--- config.mk ---
export PLATFORM = sky130hd
export DESIGN_NAME = scan_disk_request_scheduler_top
export DESIGN_NICKNAME = d
export VERILOG_FILES = /design/src/hw/rtl/sdrs_pkg.sv /design/src/hw/rtl/scan_disk_request_scheduler_top.sv /design/src/hw/rtl/sdrs_ctrl.sv /design/src/hw/rtl/sdrs_datapath.sv
export SDC_FILE = /design/constraint.sdc
export NUM_CORES = 1
export LEC_CHECK = 0
export BUFFER_PORTS_ARGS = -buffer_cell sky130_fd_sc_hd__buf_2
export CORE_AREA = 3 3 197 199
export CTS_BUF_LIST = sky130_fd_sc_hd__clkbuf_16
export CTS_CLUSTER_DIAMETER = 150
export DETAILED_ROUTE_END_ITERATION = 10
export DIE_AREA = 0 0 200 202
export PLACE_DENSITY_LB_ADDON = 0.15
export REMOVE_ABC_BUFFERS = 1
export SLEW_MARGIN = 20
export SYNTH_ARGS = -nofsm -noshare
export SYNTH_HDL_FRONTEND = slang
export SYNTH_SLANG_ARGS = --single-unit
--- constraint.sdc ---
create_clock -name clock -period 5.3 [get_ports clock]
set_input_delay 0.795 -clock clock [delete_from_list [all_inputs] [get_ports clock]]
set_output_delay 0.795 -clock clock [all_outputs]
set_load 0.02 [all_outputs]
--- src/hw/rtl/sdrs_pkg.sv ---
// ----------------------------------------------------------------------------
// sdrs_pkg
// shared types and constants of the scan disk request scheduler
// ----------------------------------------------------------------------------
`timescale 1ns / 1ps
`default_nettype none

package sdrs_pkg;

   localparam int MAX_REQUESTS_DEFAULT = 32;
   localparam int CYL_WIDTH            = 10;
   localparam int TOTAL_WIDTH          = 16;
   localparam logic [CYL_WIDTH-1:0] START_RESET = 10'd53;

   typedef enum logic [1:0] {
      ST_IDLE,
      ST_SCAN,
      ST_DRAIN,
      ST_EMIT
   } state_type;

   typedef struct packed {
      logic load;
      logic batch_init;
      logic scan_rd;
      logic emit;
      logic finish;
   } cmd_type;

   typedef struct packed {
      logic scan_end;
      logic emit_last;
   } status_type;

endpackage

`default_nettype wire

--- src/hw/rtl/scan_disk_request_scheduler_top.sv ---
// ----------------------------------------------------------------------------
// scan_disk_request_scheduler_top
// SCAN/LOOK ordering of a batch of cylinder requests.
// Requests load one word per cycle while busy is low; a word with
// req_final_request closes the batch. The block then emits one result per
// stored request: cylinders below the start position falling, then those at
// or above it rising. Each result is found by a full scan of the request store,
// one store read per cycle, then a read drain and an emit. rsp_strobe is high
// for exactly one cycle per result and the receiver cannot stall it; busy stays
// high until the last result is out.
// ----------------------------------------------------------------------------
`timescale 1ns / 1ps
`default_nettype none

module scan_disk_request_scheduler_top #(
   parameter int MAX_REQUESTS = sdrs_pkg::MAX_REQUESTS_DEFAULT
) (
   input  wire logic                             clock,
   input  wire logic                             reset,
   input  wire logic                             start,
   output logic                                  busy,
   input  wire logic [sdrs_pkg::CYL_WIDTH-1:0]   req_cylinder,
   input  wire logic                             req_final_request,
   input  wire logic                             csr_write_enable,
   input  wire logic [sdrs_pkg::CYL_WIDTH-1:0]   csr_write_data,
   output logic                                  rsp_strobe,
   output logic [sdrs_pkg::CYL_WIDTH-1:0]        rsp_served_cylinder,
   output logic [sdrs_pkg::CYL_WIDTH-1:0]        rsp_seek_distance,
   output logic [sdrs_pkg::TOTAL_WIDTH-1:0]      rsp_seek_sum,
   output logic                                  rsp_last_served,
   output logic                                  rsp_overflowed
);

   sdrs_pkg::cmd_type    cmd;
   sdrs_pkg::status_type status;

   sdrs_ctrl u_ctrl (
      .clock             (clock),
      .reset             (reset),
      .start             (start),
      .req_final_request (req_final_request),
      .status            (status),
      .cmd               (cmd),
      .busy              (busy)
   );

   sdrs_datapath #(
      .MAX_REQUESTS (MAX_REQUESTS)
   ) u_datapath (
      .clock               (clock),
      .reset               (reset),
      .cmd                 (cmd),
      .status              (status),
      .csr_write_enable    (csr_write_enable),
      .csr_write_data      (csr_write_data),
      .req_cylinder        (req_cylinder),
      .rsp_strobe          (rsp_strobe),
      .rsp_served_cylinder (rsp_served_cylinder),
      .rsp_seek_distance   (rsp_seek_distance),
      .rsp_seek_sum        (rsp_seek_sum),
      .rsp_last_served     (rsp_last_served),
      .rsp_overflowed      (rsp_overflowed)
   );

endmodule

`default_nettype wire

--- src/hw/rtl/sdrs_ctrl.sv ---
// ----------------------------------------------------------------------------
// sdrs_ctrl
// sequencer: load words, then per result one selection scan, a read drain and one emit
// ----------------------------------------------------------------------------
`timescale 1ns / 1ps
`default_nettype none

module sdrs_ctrl (
   input  wire logic                clock,
   input  wire logic                reset,
   input  wire logic                start,
   input  wire logic                req_final_request,
   input  wire sdrs_pkg::status_type status,
   output sdrs_pkg::cmd_type        cmd,
   output logic                     busy
);

   sdrs_pkg::state_type state_ff;
   sdrs_pkg::state_type state_in;

   always_ff @(posedge clock) begin
      if (reset) begin
         state_ff <= sdrs_pkg::ST_IDLE;
      end else begin
         state_ff <= state_in;
      end
   end

   always_comb begin
      state_in = state_ff;
      cmd      = '0;
      busy     = 1'b1;
      case (state_ff)
         sdrs_pkg::ST_IDLE: begin
            busy = 1'b0;
            if (start) begin
               cmd.load = 1'b1;
               if (req_final_request) begin
                  cmd.batch_init = 1'b1;
                  state_in       = sdrs_pkg::ST_SCAN;
               end
            end
         end
         sdrs_pkg::ST_SCAN: begin
            cmd.scan_rd = 1'b1;
            if (status.scan_end) begin
               state_in = sdrs_pkg::ST_DRAIN;
            end
         end
         sdrs_pkg::ST_DRAIN: begin
            state_in = sdrs_pkg::ST_EMIT;
         end
         sdrs_pkg::ST_EMIT: begin
            cmd.emit = 1'b1;
            if (status.emit_last) begin
               cmd.finish = 1'b1;
               state_in   = sdrs_pkg::ST_IDLE;
            end else begin
               state_in = sdrs_pkg::ST_SCAN;
            end
         end
         default: begin
            state_in = sdrs_pkg::ST_IDLE;
         end
      endcase
   end

endmodule

`default_nettype wire

--- src/hw/rtl/sdrs_datapath.sv ---
// ----------------------------------------------------------------------------
// sdrs_datapath
// request store, selection scan over stored words, seek and total arithmetic
// ----------------------------------------------------------------------------
`timescale 1ns / 1ps
`default_nettype none

module sdrs_datapath #(
   parameter int MAX_REQUESTS = sdrs_pkg::MAX_REQUESTS_DEFAULT
) (
   input  wire logic                                clock,
   input  wire logic                                reset,
   input  wire sdrs_pkg::cmd_type                   cmd,
   output sdrs_pkg::status_type                     status,
   input  wire logic                                csr_write_enable,
   input  wire logic [sdrs_pkg::CYL_WIDTH-1:0]      csr_write_data,
   input  wire logic [sdrs_pkg::CYL_WIDTH-1:0]      req_cylinder,
   output logic                                     rsp_strobe,
   output logic [sdrs_pkg::CYL_WIDTH-1:0]           rsp_served_cylinder,
   output logic [sdrs_pkg::CYL_WIDTH-1:0]           rsp_seek_distance,
   output logic [sdrs_pkg::TOTAL_WIDTH-1:0]         rsp_seek_sum,
   output logic                                     rsp_last_served,
   output logic                                     rsp_overflowed
);

   localparam int CW = sdrs_pkg::CYL_WIDTH;
   localparam int TW = sdrs_pkg::TOTAL_WIDTH;
   localparam int IW = $clog2(MAX_REQUESTS > 1 ? MAX_REQUESTS : 2);
   localparam int NW = $clog2(MAX_REQUESTS + 1);
   localparam int KW = CW + 1 + IW;

   logic [CW-1:0] store_mem [MAX_REQUESTS];

   logic [CW-1:0] start_ff;
   logic [NW-1:0] count_ff;
   logic          dropped_ff;
   logic [IW-1:0] addr_ff;
   logic [CW-1:0] rd_data_ff;
   logic [IW-1:0] rd_idx_ff;
   logic          rd_vld_ff;
   logic          found_ff;
   logic [KW-1:0] best_ff;
   logic [CW-1:0] best_val_ff;
   logic          have_prev_ff;
   logic [KW-1:0] prev_ff;
   logic [CW-1:0] prev_pos_ff;
   logic [TW-1:0] total_ff;
   logic [NW-1:0] out_cnt_ff;
   logic          rsp_strobe_ff;
   logic [CW-1:0] rsp_cyl_ff;
   logic [CW-1:0] rsp_seek_ff;
   logic [TW-1:0] rsp_sum_ff;
   logic          rsp_last_ff;
   logic          rsp_ovf_ff;

   logic          full;
   logic [NW-1:0] count_last;
   logic          cand_low;
   logic [CW-1:0] cand_off;
   logic [KW-1:0] cand;
   logic          take;
   logic [CW-1:0] dist_in;
   logic [TW:0]   sum_wide;
   logic [TW-1:0] total_in;

   assign full       = (count_ff == NW'(MAX_REQUESTS));
   assign count_last = count_ff - NW'(1);

   assign status = '{scan_end:  (NW'(addr_ff) == count_last),
                     emit_last: (out_cnt_ff == count_last)};

   assign rsp_strobe          = rsp_strobe_ff;
   assign rsp_served_cylinder = rsp_cyl_ff;
   assign rsp_seek_distance   = rsp_seek_ff;
   assign rsp_seek_sum        = rsp_sum_ff;
   assign rsp_last_served     = rsp_last_ff;
   assign rsp_overflowed      = rsp_ovf_ff;

   // scan key: lows by falling cylinder, then highs by rising cylinder
   always_comb begin
      cand_low = (rd_data_ff < start_ff);
      cand_off = cand_low ? (start_ff - rd_data_ff - CW'(1)) : (rd_data_ff - start_ff);
      cand     = {~cand_low, cand_off, rd_idx_ff};
      take     = rd_vld_ff && (!have_prev_ff || (cand > prev_ff))
                 && (!found_ff || (cand < best_ff));
      dist_in  = (best_val_ff >= prev_pos_ff) ? (best_val_ff - prev_pos_ff)
                                              : (prev_pos_ff - best_val_ff);
      sum_wide = {1'b0, total_ff} + (TW + 1)'(dist_in);
      total_in = sum_wide[TW] ? '1 : sum_wide[TW-1:0];
   end

   always_ff @(posedge clock) begin
      if (cmd.load && !full) begin
         store_mem[count_ff[IW-1:0]] <= req_cylinder;
      end
      rd_data_ff <= store_mem[addr_ff];
      rd_idx_ff  <= addr_ff;
   end

   always_ff @(posedge clock) begin
      if (reset) begin
         start_ff      <= sdrs_pkg::START_RESET;
         count_ff      <= '0;
         dropped_ff    <= 1'b0;
         addr_ff       <= '0;
         rd_vld_ff     <= 1'b0;
         found_ff      <= 1'b0;
         have_prev_ff  <= 1'b0;
         out_cnt_ff    <= '0;
         rsp_strobe_ff <= 1'b0;
      end else begin
         if (csr_write_enable) begin
            start_ff <= csr_write_data;
         end
         rd_vld_ff     <= cmd.scan_rd;
         rsp_strobe_ff <= cmd.emit;
         if (cmd.finish) begin
            count_ff   <= '0;
            dropped_ff <= 1'b0;
         end else if (cmd.load) begin
            if (full) begin
               dropped_ff <= 1'b1;
            end else begin
               count_ff <= count_ff + NW'(1);
            end
         end
         if (cmd.batch_init) begin
            addr_ff      <= '0;
            found_ff     <= 1'b0;
            have_prev_ff <= 1'b0;
            out_cnt_ff   <= '0;
         end else if (cmd.emit) begin
            addr_ff      <= '0;
            found_ff     <= 1'b0;
            have_prev_ff <= 1'b1;
            out_cnt_ff   <= out_cnt_ff + NW'(1);
         end else begin
            if (cmd.scan_rd) begin
               addr_ff <= addr_ff + IW'(1);
            end
            if (take) begin
               found_ff <= 1'b1;
            end
         end
      end
   end

   always_ff @(posedge clock) begin
      if (take) begin
         best_ff     <= cand;
         best_val_ff <= rd_data_ff;
      end
      if (cmd.batch_init) begin
         prev_pos_ff <= start_ff;
         total_ff    <= '0;
      end else if (cmd.emit) begin
         prev_ff     <= best_ff;
         prev_pos_ff <= best_val_ff;
         total_ff    <= total_in;
      end
      if (cmd.emit) begin
         rsp_cyl_ff  <= best_val_ff;
         rsp_seek_ff <= dist_in;
         rsp_sum_ff  <= total_in;
         rsp_last_ff <= status.emit_last;
         rsp_ovf_ff  <= dropped_ff;
      end
   end

endmodule

`default_nettype wire

==> reports/qor.csv, run 1 <==
stage;metric;value;unit
power;Leakage;8.185;nW
drt;wire per inst;21.20;um
synthesis;post-synth top area share;59.54;%
timing;Worst Tran Pin Value;1067;ps
timing;final setup violating endpoints;0;
grt;vias in the first global route;11080;
clock_network;H-tree depth;2;
floorplan;Core ar.;37400;um^2
timing;max frequency;210.1;MHz
floorplan;Die ar.;40400;um^2
synthesis;Syn. warnings;0;
synthesis;Netlist Area Pre-Place;20680;um^2
power;NetSw;3.432;mW
floorplan;die height;202;um
outcome;status;completed;
critical_path;Worst Path Max Fanout;19;
synthesis;number of flops mapped to enable cells by yosys;410;
synthesis;area leader, netlist;edfxtp_1;
power;maximum vdd drop;310.5;uV
critical_path;slowest stage delay, CP;430;ps
clock_network;post-cts resize count;0;
clock_network;cts hold-fix bufs;0;
timing;unrepaired setup endpoints after global routing;no;
clock_network;CTS sink cnt;475;
critical_path;Crit path max-delay family;compound AO/OA/AOI/OAI gates;
floorplan;I/O pin cnt;65;
synthesis;Seq/Total Area, Yosys;65.83;%
critical_path;CP Capture Type;register;
finish;ANT cells;0;
critical_path;Worst Setup Path Type;reg2reg;
grt;largest net degree at the start of global routing;68;
critical_path;CP Buf/Inv Count;4;
placed_design;port buffer count;64;
critical_path;CP Data Required Time;5780;ps
drt;Residual DRC;0;
finish;share of layout cells above drive strength 1;18.53;%
synthesis;count leader, synth;edfxtp_1;
critical_path;CP startpoint kind;register;
floorplan;Rows;71;
timing;fin crit share;89.80;%
timing;Slew Viols, Final;0;
power;sw frac;30.69;%
critical_path;Worst path slowest cell;edfxtp_1;
grt;total grt overflow;0;
timing;Fin Clk Skew;18.91;ps
finish;Layout area overhead;11.56;%
synthesis;Yosys reg bits;475;
power;Seq pwr share;42.0;%
drt;ANT nets after route;0;
critical_path;cell breakdown of the critical path;inv_1 -> ha_1 -> inv_1 -> fa_1 -> nand3_1 -> a31oi_1 -> o21a_1 -> o21a_1 -> nor2_1 -> buf_4 -> mux2i_1 -> xnor2_1 -> ha_1 -> nor2b_1 -> o31a_1 -> o211ai_1 -> a21boi_1 -> nand4_1 -> buf_4 -> a311oi_1;
floorplan;starting density of the core;55.29;%
clock_network;number of CTS-inserted buffers;49;
synthesis;Mapped Cells;1312;
synthesis;top cells by count, synth;edfxtp_1, mux4_2, nor2_1, ha_1, inv_1;
min_path;Tightest Hold Check Type;reg2reg;
drt;initial DRC count;589;
timing;Slew Limit Headroom;28.61;%
drt;total routed wirelength;40.92;mm
clock_network;Post-CTS Setup Bufs;0;
synthesis;FFs w/ async S/R, synth;0;%
timing;Period minus WS final;4760;ps
grt;gr usage total;20.65;%
placed_design;hpwl dp;26.67;mm
power;power per cell area;484.8;nW/um^2
placed_design;Post-Place Cells;1842;
power;P_int;7.751;mW
finish;final cell count without fillers;1930;
synthesis;Post-Syn Area per Cell;15.76;um^2
placed_design;Final GP Congestion;0.8358;
job;max cap viols;0;
clock_network;CTS Root Cell;clkbuf_16;
clock_network;clk buf depth;3;
drt;vias per cell;5.716;
drt;drt pass-1 iters;5;
critical_path;WP data arrival;5240;ps
timing;hold slack;430.8;ps
floorplan;chip width;200;um
clock_network;CTS tree;done;
grt;initial antenna violation count;1;
power;Comb power frac;28.8;%
clock_network;clock-pin slew on the worst setup and hold paths;60;ps
synthesis;Netlist cell types;59;
timing;final hold violations;0;
clock_network;Skew-Pair Late Insertion Delay;590;ps
drt;vias post-DR;11030;
synthesis;main area contributors after synthesis;edfxtp_1, mux4_2, dfxtp_1;
finish;Layout Nets;1502;
power;clock share of power;29.2;%
synthesis;ys flop type;edfxtp_1;
grt;first-pass GRT wire length;63.78;mm
final cells by class:
type	instances	area, um^2
flip-flops and latches	475	13620
clock buffers	49	1226
multi-input cells	695	6548
well taps	511	639.4
clock inverters	39	302.8
inverters	88	330.3
fillers	2789	14330
repair buffers	73	400.4
metal layers:
| metal | up-vias | global-route usage [%] | wire, um |
|---|---|---|---|
| met5 | - | 0 | 0 |
| met4 | 0 | 5.234 | 736 |
| met3 | 53 | 3.584 | 2046 |
| met2 | 259 | 33.17 | 19790 |
| met1 | 5567 | 29.77 | 18350 |
| li1 | 5152 | - | - |
layout by cell type, fill, tap and decap left out, types with 5 or more instances in the layout:
| master | n |
|---|---|
| a31oi_1 | 9 |
| clkinv_1 | 14 |
| clkinv_2 | 7 |
| ha_1 | 89 |
| or3_1 | 5 |
| xor2_1 | 30 |
| a21oi_1 | 46 |
| a311oi_1 | 8 |
| nor2b_1 | 13 |
| clkbuf_16 | 49 |
| buf_2 | 64 |
| mux2i_1 | 21 |
| o211ai_1 | 5 |
| dfxtp_1 | 62 |
| nand3_1 | 17 |
| nand2_1 | 63 |
| nor2_1 | 94 |
| o21ai_0 | 36 |
| xnor2_1 | 20 |
| edfxtp_1 | 410 |
| o21a_1 | 10 |
| a21o_1 | 18 |
| nand2b_1 | 6 |
| a211oi_1 | 5 |
| fa_1 | 5 |
| inv_1 | 99 |
| buf_4 | 8 |
| nand4_1 | 15 |
| mux4_2 | 100 |
| nor3_1 | 7 |
| mux2_2 | 15 |
| and3_1 | 9 |
kinds of logic after synthesis:
| kind of cell | synth area share, % |
|---|---|
| muxes | 12.72 |
| adders and majority gates | 5.978 |
| and+or+nand+nor | 5.482 |
| DFF | 65.83 |
| AOI/OAI and AO/OA | 5.240 |
| xor gates and xnor gates | 2.118 |
| buffers and inverters | 2.626 |
worst paths after layout:
path,start,endpoint,slack [ps],cells after the start
min,u_datapath.rd_data_ff[0],u_datapath.best_val_ff[0],430,0
max reg2reg,u_datapath.best_val_ff[0],u_datapath.total_ff[1],540,20
min reg2reg,u_datapath.rd_data_ff[0],u_datapath.best_val_ff[0],430,0
max,u_datapath.best_val_ff[0],u_datapath.total_ff[1],540,20
per-stage QoR:
stage	utilization, %	total power, mW	setup WS, ps	setup TNS, ps	instance area [um^2]
floorplan	-	7.159	-380.0	-9881	20470
global placement	57.58	7.972	799.0	0	21530
detailed placement	57.58	8.013	613.2	0	21530
CTS	61.67	11.30	552.9	0	23060
global route	61.68	11.82	146.9	0	23070
finish	61.68	11.18	540.5	0	23070
flip-flops by register name, indices dropped and copies added, names as in the netlist, 2 cells and up:
name                            flops
u_datapath.rsp_served_cylinder     10
u_datapath.addr_ff                  5
u_datapath.prev_ff                 16
u_datapath.out_cnt_ff               6
u_datapath.best_ff                 16
u_datapath.rd_idx_ff                5
u_datapath.prev_pos_ff             10
u_datapath.rsp_seek_sum            16
u_datapath.store_mem              320
u_datapath.rsp_seek_distance       10
u_datapath.best_val_ff             10
u_ctrl.state_ff                     2
u_datapath.total_ff                16
u_datapath.start_ff                10
u_datapath.rd_data_ff              10
u_datapath.count_ff                 6
power groups by stage:
stage               Sequential (mW)  Clock, mW  Combinational (mW)
finish                         4.70       3.26                3.23
global route                   4.74       3.48                3.60
CTS                            4.71       3.34                3.25
detailed placement             4.78          0                3.23
global placement               4.77          0                3.20
floorplan                      4.78          0                2.38
No activity file was read; power rests on OpenSTA's default activity.
==> inputs of run 2 (changes only) <==
--- a/config.mk
+++ b/config.mk
@@ -6,11 +6,13 @@
 export NUM_CORES = 1
 export LEC_CHECK = 0
 export BUFFER_PORTS_ARGS = -buffer_cell sky130_fd_sc_hd__buf_2
-export CORE_AREA = 3 3 197 199
+export CELL_PAD_IN_SITES_DETAIL_PLACEMENT = 0
+export CELL_PAD_IN_SITES_GLOBAL_PLACEMENT = 1
+export CORE_AREA = 3 3 219 221
 export CTS_BUF_LIST = sky130_fd_sc_hd__clkbuf_16
 export CTS_CLUSTER_DIAMETER = 150
 export DETAILED_ROUTE_END_ITERATION = 10
-export DIE_AREA = 0 0 200 202
+export DIE_AREA = 0 0 222 224
 export PLACE_DENSITY_LB_ADDON = 0.15
 export REMOVE_ABC_BUFFERS = 1
 export SLEW_MARGIN = 20
==> reports/qor.csv, run 2 (same netlist as run 1, synthesis figures left out) <==
stage;metric;value;unit;change
timing;Worst Tran Pin Value;1060;ps;was 1067 ps
floorplan;Die ar.;49730;um^2;was 40400 um^2
critical_path;Worst Setup Path Type;reg2reg;;unchanged
clock_network;CTS sink cnt;475;;unchanged
drt;total routed wirelength;43.39;mm;was 40.92 mm
finish;FILL cells;3874;;was 2789
critical_path;CP Data Required Time;5560;ps;was 5780 ps
placed_design;port buffer count;64;;unchanged
drt;Residual DRC;0;;unchanged
grt;total grt overflow;0;;unchanged
placed_design;hpwl dp;28.54;mm;was 26.67 mm
timing;final hold violations;0;;unchanged
finish;Multi-input gate area;6548;um^2;unchanged
timing;fin crit share;91.02;%;was 89.80%
floorplan;starting density of the core;44.61;%;was 55.29%
grt;first-pass GRT wire length;68.01;mm;was 63.78 mm
floorplan;Rows;79;;was 71
clock_network;CTS tree;done;;unchanged
power;sw frac;30.85;%;was 30.69%
power;P_int;7.840;mW;was 7.751 mW
finish;Layout area overhead;12.65;%;was 11.56%
min_path;Tightest Hold Check Type;reg2reg;;unchanged
min_path;WHS Endpoint;u_datapath.best_ff[0];;was u_datapath.best_val_ff[0]
critical_path;worst reg2reg endpoint;u_datapath.best_val_ff[5];;was u_datapath.total_ff[1]
floorplan;Core ar.;46360;um^2;was 37400 um^2
job;max cap viols;0;;unchanged
min_path;WHS Path Cells;0;;unchanged
clock_network;cts hold-fix bufs;0;;unchanged
power;Leakage;8.242;nW;was 8.185 nW
critical_path;RR Startpoint;u_datapath.rd_data_ff[0];;was u_datapath.best_val_ff[0]
grt;gr usage total;17.76;%;was 20.65%
floorplan;chip width;222;um;was 200 um
finish;cell area after layout;23290;um^2;was 23070 um^2
finish;share of layout cells above drive strength 1;19.17;%;was 18.53%
drt;drt pass-1 iters;5;;unchanged
timing;final setup violating endpoints;0;;unchanged
placed_design;Post-Place Cells;1942;;was 1842
drt;wire per inst;21.36;um;was 21.20 um
min_path;min-delay src;u_datapath.rd_idx_ff[0];;was u_datapath.rd_data_ff[0]
timing;max frequency;207.3;MHz;was 210.1 MHz
timing;Fin Clk Skew;34.25;ps;was 18.91 ps
placed_design;Post-DP Area;21680;um^2;was 21530 um^2
finish;FF+latch area;13620;um^2;unchanged
floorplan;I/O pin cnt;65;;unchanged
finish;commonest cells after routing, fill and taps aside;edfxtp_1, mux4_2, inv_1, nor2_1, ha_1;;unchanged
clock_network;clock-pin slew on the worst setup and hold paths;60;ps;about the same
critical_path;WP data arrival;5080;ps;was 5240 ps
clock_network;H-tree depth;2;;unchanged
power;Comb power frac;29.0;%;was 28.8%
timing;Slew Viols, Final;0;;unchanged
drt;ANT nets after route;0;;unchanged
clock_network;number of CTS-inserted buffers;50;;was 49
drt;vias per cell;5.452;;was 5.716
power;clock share of power;29.9;%;was 29.2%
critical_path;flop-to-flop setup slack;480;ps;was 540 ps
critical_path;CP Buf/Inv Count;2;;was 4
clock_network;clk buf depth;3;;unchanged
power;maximum vdd drop;269.8;uV;was 310.5 uV
floorplan;die height;224;um;was 202 um
critical_path;Crit path max-delay family;compound AO/OA/AOI/OAI gates;;unchanged
power;Seq pwr share;41.1;%;was 42.0%
outcome;status;completed;;unchanged
critical_path;cell breakdown of the critical path;inv_1 -> ha_1 -> fa_1 -> a21o_1 -> a21boi_0 -> o21bai_1 -> a21o_1 -> a211oi_1 -> a21oi_1 -> xor2_1 -> ha_1 -> and3_1 -> nand4_1 -> o31ai_1 -> o211a_1 -> nor3b_2 -> buf_4;;was inv_1 -> ha_1 -> inv_1 -> fa_1 -> nand3_1 -> a31oi_1 -> o21a_1 -> o21a_1 -> nor2_1 -> buf_4 -> mux2i_1 -> xnor2_1 -> ha_1 -> nor2b_1 -> o31a_1 -> o211ai_1 -> a21boi_1 -> nand4_1 -> buf_4 -> a311oi_1
finish;Layout Nets;1509;;was 1502
timing;Period minus WS final;4824;ps;was 4760 ps
clock_network;CTS Root Cell;clkbuf_16;;unchanged
finish;final design utilization;50.25;%;was 61.68%
grt;initial antenna violation count;0;;was 1
critical_path;Worst Path Max Fanout;18;;was 19
critical_path;Worst path slowest cell;nor3b_2;;was edfxtp_1
grt;largest net degree at the start of global routing;55;;was 68
drt;initial DRC count;873;;was 589
finish;final cell count without fillers;2031;;was 1930
finish;ANT cells;0;;unchanged
critical_path;CP Capture Type;register;;unchanged
critical_path;CP startpoint kind;register;;unchanged
critical_path;slowest stage delay, CP;690;ps;was 430 ps
grt;vias in the first global route;11310;;was 11080
placed_design;Final GP Congestion;0.7669;;was 0.8358
timing;Slew Limit Headroom;29.08;%;was 28.61%
timing;unrepaired setup endpoints after global routing;no;;unchanged
critical_path;FF-to-FF path depth;17;;was 20
clock_network;Skew-Pair Late Insertion Delay;600;ps;was 590 ps
power;NetSw;3.497;mW;was 3.432 mW
power;power per cell area;486.7;nW/um^2;was 484.8 nW/um^2
finish;max FFs per register;320;;unchanged
finish;most common cell after layout, fill and taps aside;edfxtp_1;;unchanged
drt;vias post-DR;11070;;was 11030
## run 2: worst max-delay path by stage
| stage | start | end | slack (ps) | depth (start not counted) |
|---|---|---|---|---|
| after global placement | u_datapath.rd_data_ff[0] | u_datapath.best_val_ff[3] | 300 | 19 |
| after global routing | u_datapath.rd_data_ff[0] | u_datapath.best_val_ff[5] | 0.4 | 18 |
| after detailed placement | u_datapath.rd_data_ff[0] | u_datapath.best_val_ff[3] | 210 | 19 |
| final | u_datapath.rd_data_ff[0] | u_datapath.best_val_ff[5] | 480 | 17 |
| after CTS | u_datapath.rd_data_ff[3] | u_datapath.best_val_ff[5] | 130 | 17 |
| after floorplan | u_datapath.rd_data_ff[6] | u_datapath.best_ff[0] | -380 | 15 |
## run 2: routing by layer
metal	global-route usage [%]	routed length [um]
met1	25.16	20070
met3	2.922	1800
met4	5.346	956
met2	28.60	20560
met5	0	0
## run 2: layout make-up
cell class                 count  share of cell area (%)
sequential                   475                   58.48
inverter                      88                   1.418
tap                          607                   3.260
multi-input combinational    695                   28.11
clock buffer                  50                   5.371
timing repair buffer          79                   1.912
clock inverter                37                   1.450
## run 2: power by group through the flow
stage | logic (mW) | clock network, mW | registers, mW
floorplan | 2.38 | 0 | 4.78
global placement | 3.30 | 0 | 4.74
detailed placement | 3.30 | 0 | 4.75
CTS | 3.32 | 3.48 | 4.67
global route | 3.71 | 3.64 | 4.69
finish | 3.28 | 3.39 | 4.66
## run 2: worst reg2reg max path: stages, from the launching register on
cell and delay (ps):
dfxtp_1 330, inv_1 60, ha_1 220, fa_1 420
a21o_1 200, a21boi_0 190, o21bai_1 120, a21o_1 200
a211oi_1 240, a21oi_1 80, xor2_1 210, ha_1 300
and3_1 190, nand4_1 170, o31ai_1 230, o211a_1 200
nor3b_2 690, buf_4 430
## run 2: metrics by stage
step	total power [mW]	worst slack [ps]	hold slack, ps	setup TNS, ps
2_1_floorplan	7.159	-380.0	408.2	-9881
3_3_place_gp	8.044	304.4	416.0	0
3_5_place_dp	8.050	206.5	422.3	0
4_1_cts	11.48	129.9	405.9	0
5_1_grt	12.05	0.4219	422.6	0
6_report	11.34	476.0	434.4	0
## run 2: timing repair
item	in CTS	in global routing
endpoints found under the setup margin	0	27
gates resized for setup	0	1
hold endpoints to repair	0	0
setup buffers	0	2
==> inputs of run 3 (changes only) <==
--- a/config.mk
+++ b/config.mk
@@ -13,8 +13,9 @@
 export CTS_CLUSTER_DIAMETER = 150
 export DETAILED_ROUTE_END_ITERATION = 10
 export DIE_AREA = 0 0 222 224
-export PLACE_DENSITY_LB_ADDON = 0.15
+export PLACE_DENSITY_LB_ADDON = 0.1
 export REMOVE_ABC_BUFFERS = 1
+export SKIP_LAST_GASP = 1
 export SLEW_MARGIN = 20
 export SYNTH_ARGS = -nofsm -noshare
 export SYNTH_HDL_FRONTEND = slang
==> reports/qor.csv, run 3 (same netlist as run 1, synthesis figures left out) <==
stage;metric;value;unit;change
clock_network;post-cts resize count;0;;unchanged
critical_path;slowest stage delay, CP;450;ps;was 690 ps
drt;drt pass-1 iters;4;;was 5
power;Design Power;11.57;mW;was 11.34 mW
critical_path;cell breakdown of the critical path;inv_1 -> ha_1 -> inv_1 -> fa_1 -> nand3_1 -> a31oi_1 -> o21a_1 -> o21a_1 -> nor2_1 -> buf_4 -> mux2i_1 -> xnor2_1 -> ha_1 -> nand2_1 -> nor2_1 -> o211ai_1 -> a21boi_1 -> buf_4 -> nand4_1 -> buf_4 -> a311oi_1;;was inv_1 -> ha_1 -> fa_1 -> a21o_1 -> a21boi_0 -> o21bai_1 -> a21o_1 -> a211oi_1 -> a21oi_1 -> xor2_1 -> ha_1 -> and3_1 -> nand4_1 -> o31ai_1 -> o211a_1 -> nor3b_2 -> buf_4
grt;initial antenna violation count;1;;was 0
power;power per cell area;492.9;nW/um^2;was 486.7 nW/um^2
job;max cap viols;0;;unchanged
drt;total routed wirelength;43.90;mm;was 43.39 mm
min_path;Tightest Hold Check Type;reg2reg;;unchanged
timing;Slew Limit Headroom;26.49;%;was 29.08%
finish;Layout area overhead;13.55;%;was 12.65%
grt;total grt overflow;0;;unchanged
placed_design;Post-Place Cells;1954;;was 1942
critical_path;CP Depth;21;;was 17
floorplan;starting density of the core;44.61;%;unchanged
clock_network;CTS tree;done;;unchanged
floorplan;Rows;79;;unchanged
floorplan;die height;224;um;unchanged
drt;ANT nets after route;0;;unchanged
floorplan;Die ar.;49730;um^2;unchanged
power;maximum vdd drop;318.6;uV;was 269.8 uV
timing;Slew Viols, Final;0;;unchanged
timing;Period minus WS final;4841;ps;was 4824 ps
min_path;WHS Path Cells;0;;unchanged
drt;vias post-DR;11040;;was 11070
drt;initial DRC count;711;;was 873
grt;vias in the first global route;11240;;was 11310
power;Leakage;8.334;nW;was 8.242 nW
drt;Residual DRC;0;;unchanged
clock_network;Post-CTS Setup Bufs;0;;unchanged
floorplan;I/O pin cnt;65;;unchanged
clock_network;clk buf depth;3;;unchanged
min_path;min-delay src;u_datapath.rd_idx_ff[0];;unchanged
finish;final cell count without fillers;2050;;was 2031
clock_network;cts hold-fix bufs;0;;unchanged
drt;Met3 Wirelength;1.910;mm;was 1.800 mm
critical_path;Worst path slowest cell;nor2_1;;was nor3b_2
clock_network;CTS sink cnt;475;;unchanged
clock_network;CTS Root Cell;clkbuf_16;;unchanged
placed_design;Final GP Congestion;0.7648;;was 0.7669
critical_path;CP Buf/Inv Count;5;;was 2
timing;Worst Tran Pin Value;1099;ps;was 1060 ps
clock_network;Skew-Pair Late Insertion Delay;600;ps;about the same
critical_path;CP Capture Type;register;;unchanged
grt;gr usage total;17.86;%;was 17.76%
clock_network;number of CTS-inserted buffers;52;;was 50
critical_path;CP Data Required Time;5800;ps;was 5560 ps
critical_path;flop-to-flop setup slack;460;ps;was 480 ps
critical_path;WP data arrival;5350;ps;was 5080 ps
critical_path;Crit path max-delay family;simple AND/OR/NAND/NOR gates;;was compound AO/OA/AOI/OAI gates
finish;ANT cells;0;;unchanged
finish;Layout Nets;1521;;was 1509
drt;metal2 WL;21.13;mm;was 20.56 mm
outcome;status;completed;;unchanged
finish;share of layout cells above drive strength 1;20.24;%;was 19.17%
critical_path;worst reg2reg endpoint;u_datapath.total_ff[0];;was u_datapath.best_val_ff[5]
timing;unrepaired setup endpoints after global routing;no;;unchanged
timing;fin crit share;91.35;%;was 91.02%
critical_path;RR Startpoint;u_datapath.best_val_ff[0];;was u_datapath.rd_data_ff[0]
timing;final setup violating endpoints;0;;unchanged
finish;final design utilization;50.65;%;was 50.25%
floorplan;chip width;222;um;unchanged
min_path;WHS Endpoint;u_datapath.best_ff[0];;unchanged
timing;Post-Route Setup TNS;0;ps;unchanged
drt;vias per cell;5.383;;was 5.452
floorplan;Core ar.;46360;um^2;unchanged
clock_network;H-tree depth;2;;unchanged
critical_path;Crit path top cell by count;buf_4;;
placed_design;port buffer count;64;;unchanged
critical_path;Worst Setup Path Type;reg2reg;;unchanged
timing;hold slack;433.4;ps;was 434.4 ps
timing;final hold violations;0;;unchanged
clock_network;clock-pin slew on the worst setup and hold paths;60;ps;about the same
critical_path;Worst Path Max Fanout;20;;was 18
critical_path;CP startpoint kind;register;;unchanged
timing;max frequency;206.6;MHz;was 207.3 MHz
drt;DRT met1 WL;20.07;mm;about the same
finish;most common cell after layout, fill and taps aside;edfxtp_1;;unchanged
finish;max FFs per register;320;;unchanged
drt;uppermost layer routed;met4;;unchanged
finish;commonest cells after routing, fill and taps aside;edfxtp_1, mux4_2, inv_1, nor2_1, ha_1;;unchanged
drt;wire per inst;21.42;um;was 21.36 um
grt;largest net degree at the start of global routing;66;;was 55
critical_path;FF-to-FF path depth;21;;was 17
placed_design;hpwl dp;28.92;mm;was 28.54 mm
grt;first-pass GRT wire length;68.19;mm;was 68.01 mm
timing;Fin Clk Skew;25.05;ps;was 34.25 ps
[run 3: changes by cell type in the layout (fill, tap and decap cells not counted), moves of 2 or more]
cell        delta
buf_4         +10
clkinv_1       +3
inv_1          -3
clkbuf_16      +2
clkinv_2       +2
clkinvlp_4     +2
[run 3: metal layers]
layer	up-vias	global-route usage, %
li1	5199	-
met1	5558	25.17
met2	225	29.41
met3	54	2.831
met4	0	4.561
met5	-	0
[run 3: power breakdown]
group | total (mW) | switching [mW] | internal (mW)
clock | 3.57 | 1.48 | 2.09
combinational | 3.31 | 1.84 | 1.47
sequential | 4.69 | 0.231 | 4.46
total | 11.6 | 3.56 | 8.02
[run 3: worst max path at each step]
stage                              start                        end
6_report       u_datapath.best_val_ff[0]     u_datapath.total_ff[0]
5_1_grt        u_datapath.best_val_ff[0]     u_datapath.total_ff[3]
4_1_cts         u_datapath.rd_data_ff[0]  u_datapath.best_val_ff[1]
3_5_place_dp    u_datapath.rd_data_ff[0]  u_datapath.best_val_ff[2]
3_3_place_gp    u_datapath.rd_data_ff[0]  u_datapath.best_val_ff[2]
2_1_floorplan   u_datapath.rd_data_ff[6]      u_datapath.best_ff[0]
[run 3: layout make-up]
class,instances,area (um^2)
Clock buffer,52,1301
Sequential cell,475,13620
Timing Repair Buffer,89,520.5
Clock inverter,44,400.4
Fill cell,3892,22880
Tap cell,607,759.5
Multi-Input combinational cell,695,6546
Inverter,88,330.3
[run 3: worst register-to-register path, cell delays in order, from the launching register on]
cell and delay [ps]:
edfxtp_1 430, inv_1 100, ha_1 170, inv_1 60, fa_1 390, nand3_1 100, a31oi_1 100, o21a_1 220
o21a_1 170, nor2_1 450, buf_4 260, mux2i_1 220, xnor2_1 110, ha_1 380, nand2_1 90, nor2_1 160
o211ai_1 150, a21boi_1 150, buf_4 160, nand4_1 290, buf_4 330, a311oi_1 280
[run 3: per-stage QoR]
stage          setup WS, ps  cell area [um^2]
3_3_place_gp          244.4             21770
4_1_cts               149.3             23470
2_1_floorplan        -380.0             20470
3_5_place_dp          168.6             21770
5_1_grt               33.65             23480
6_report              458.6             23480
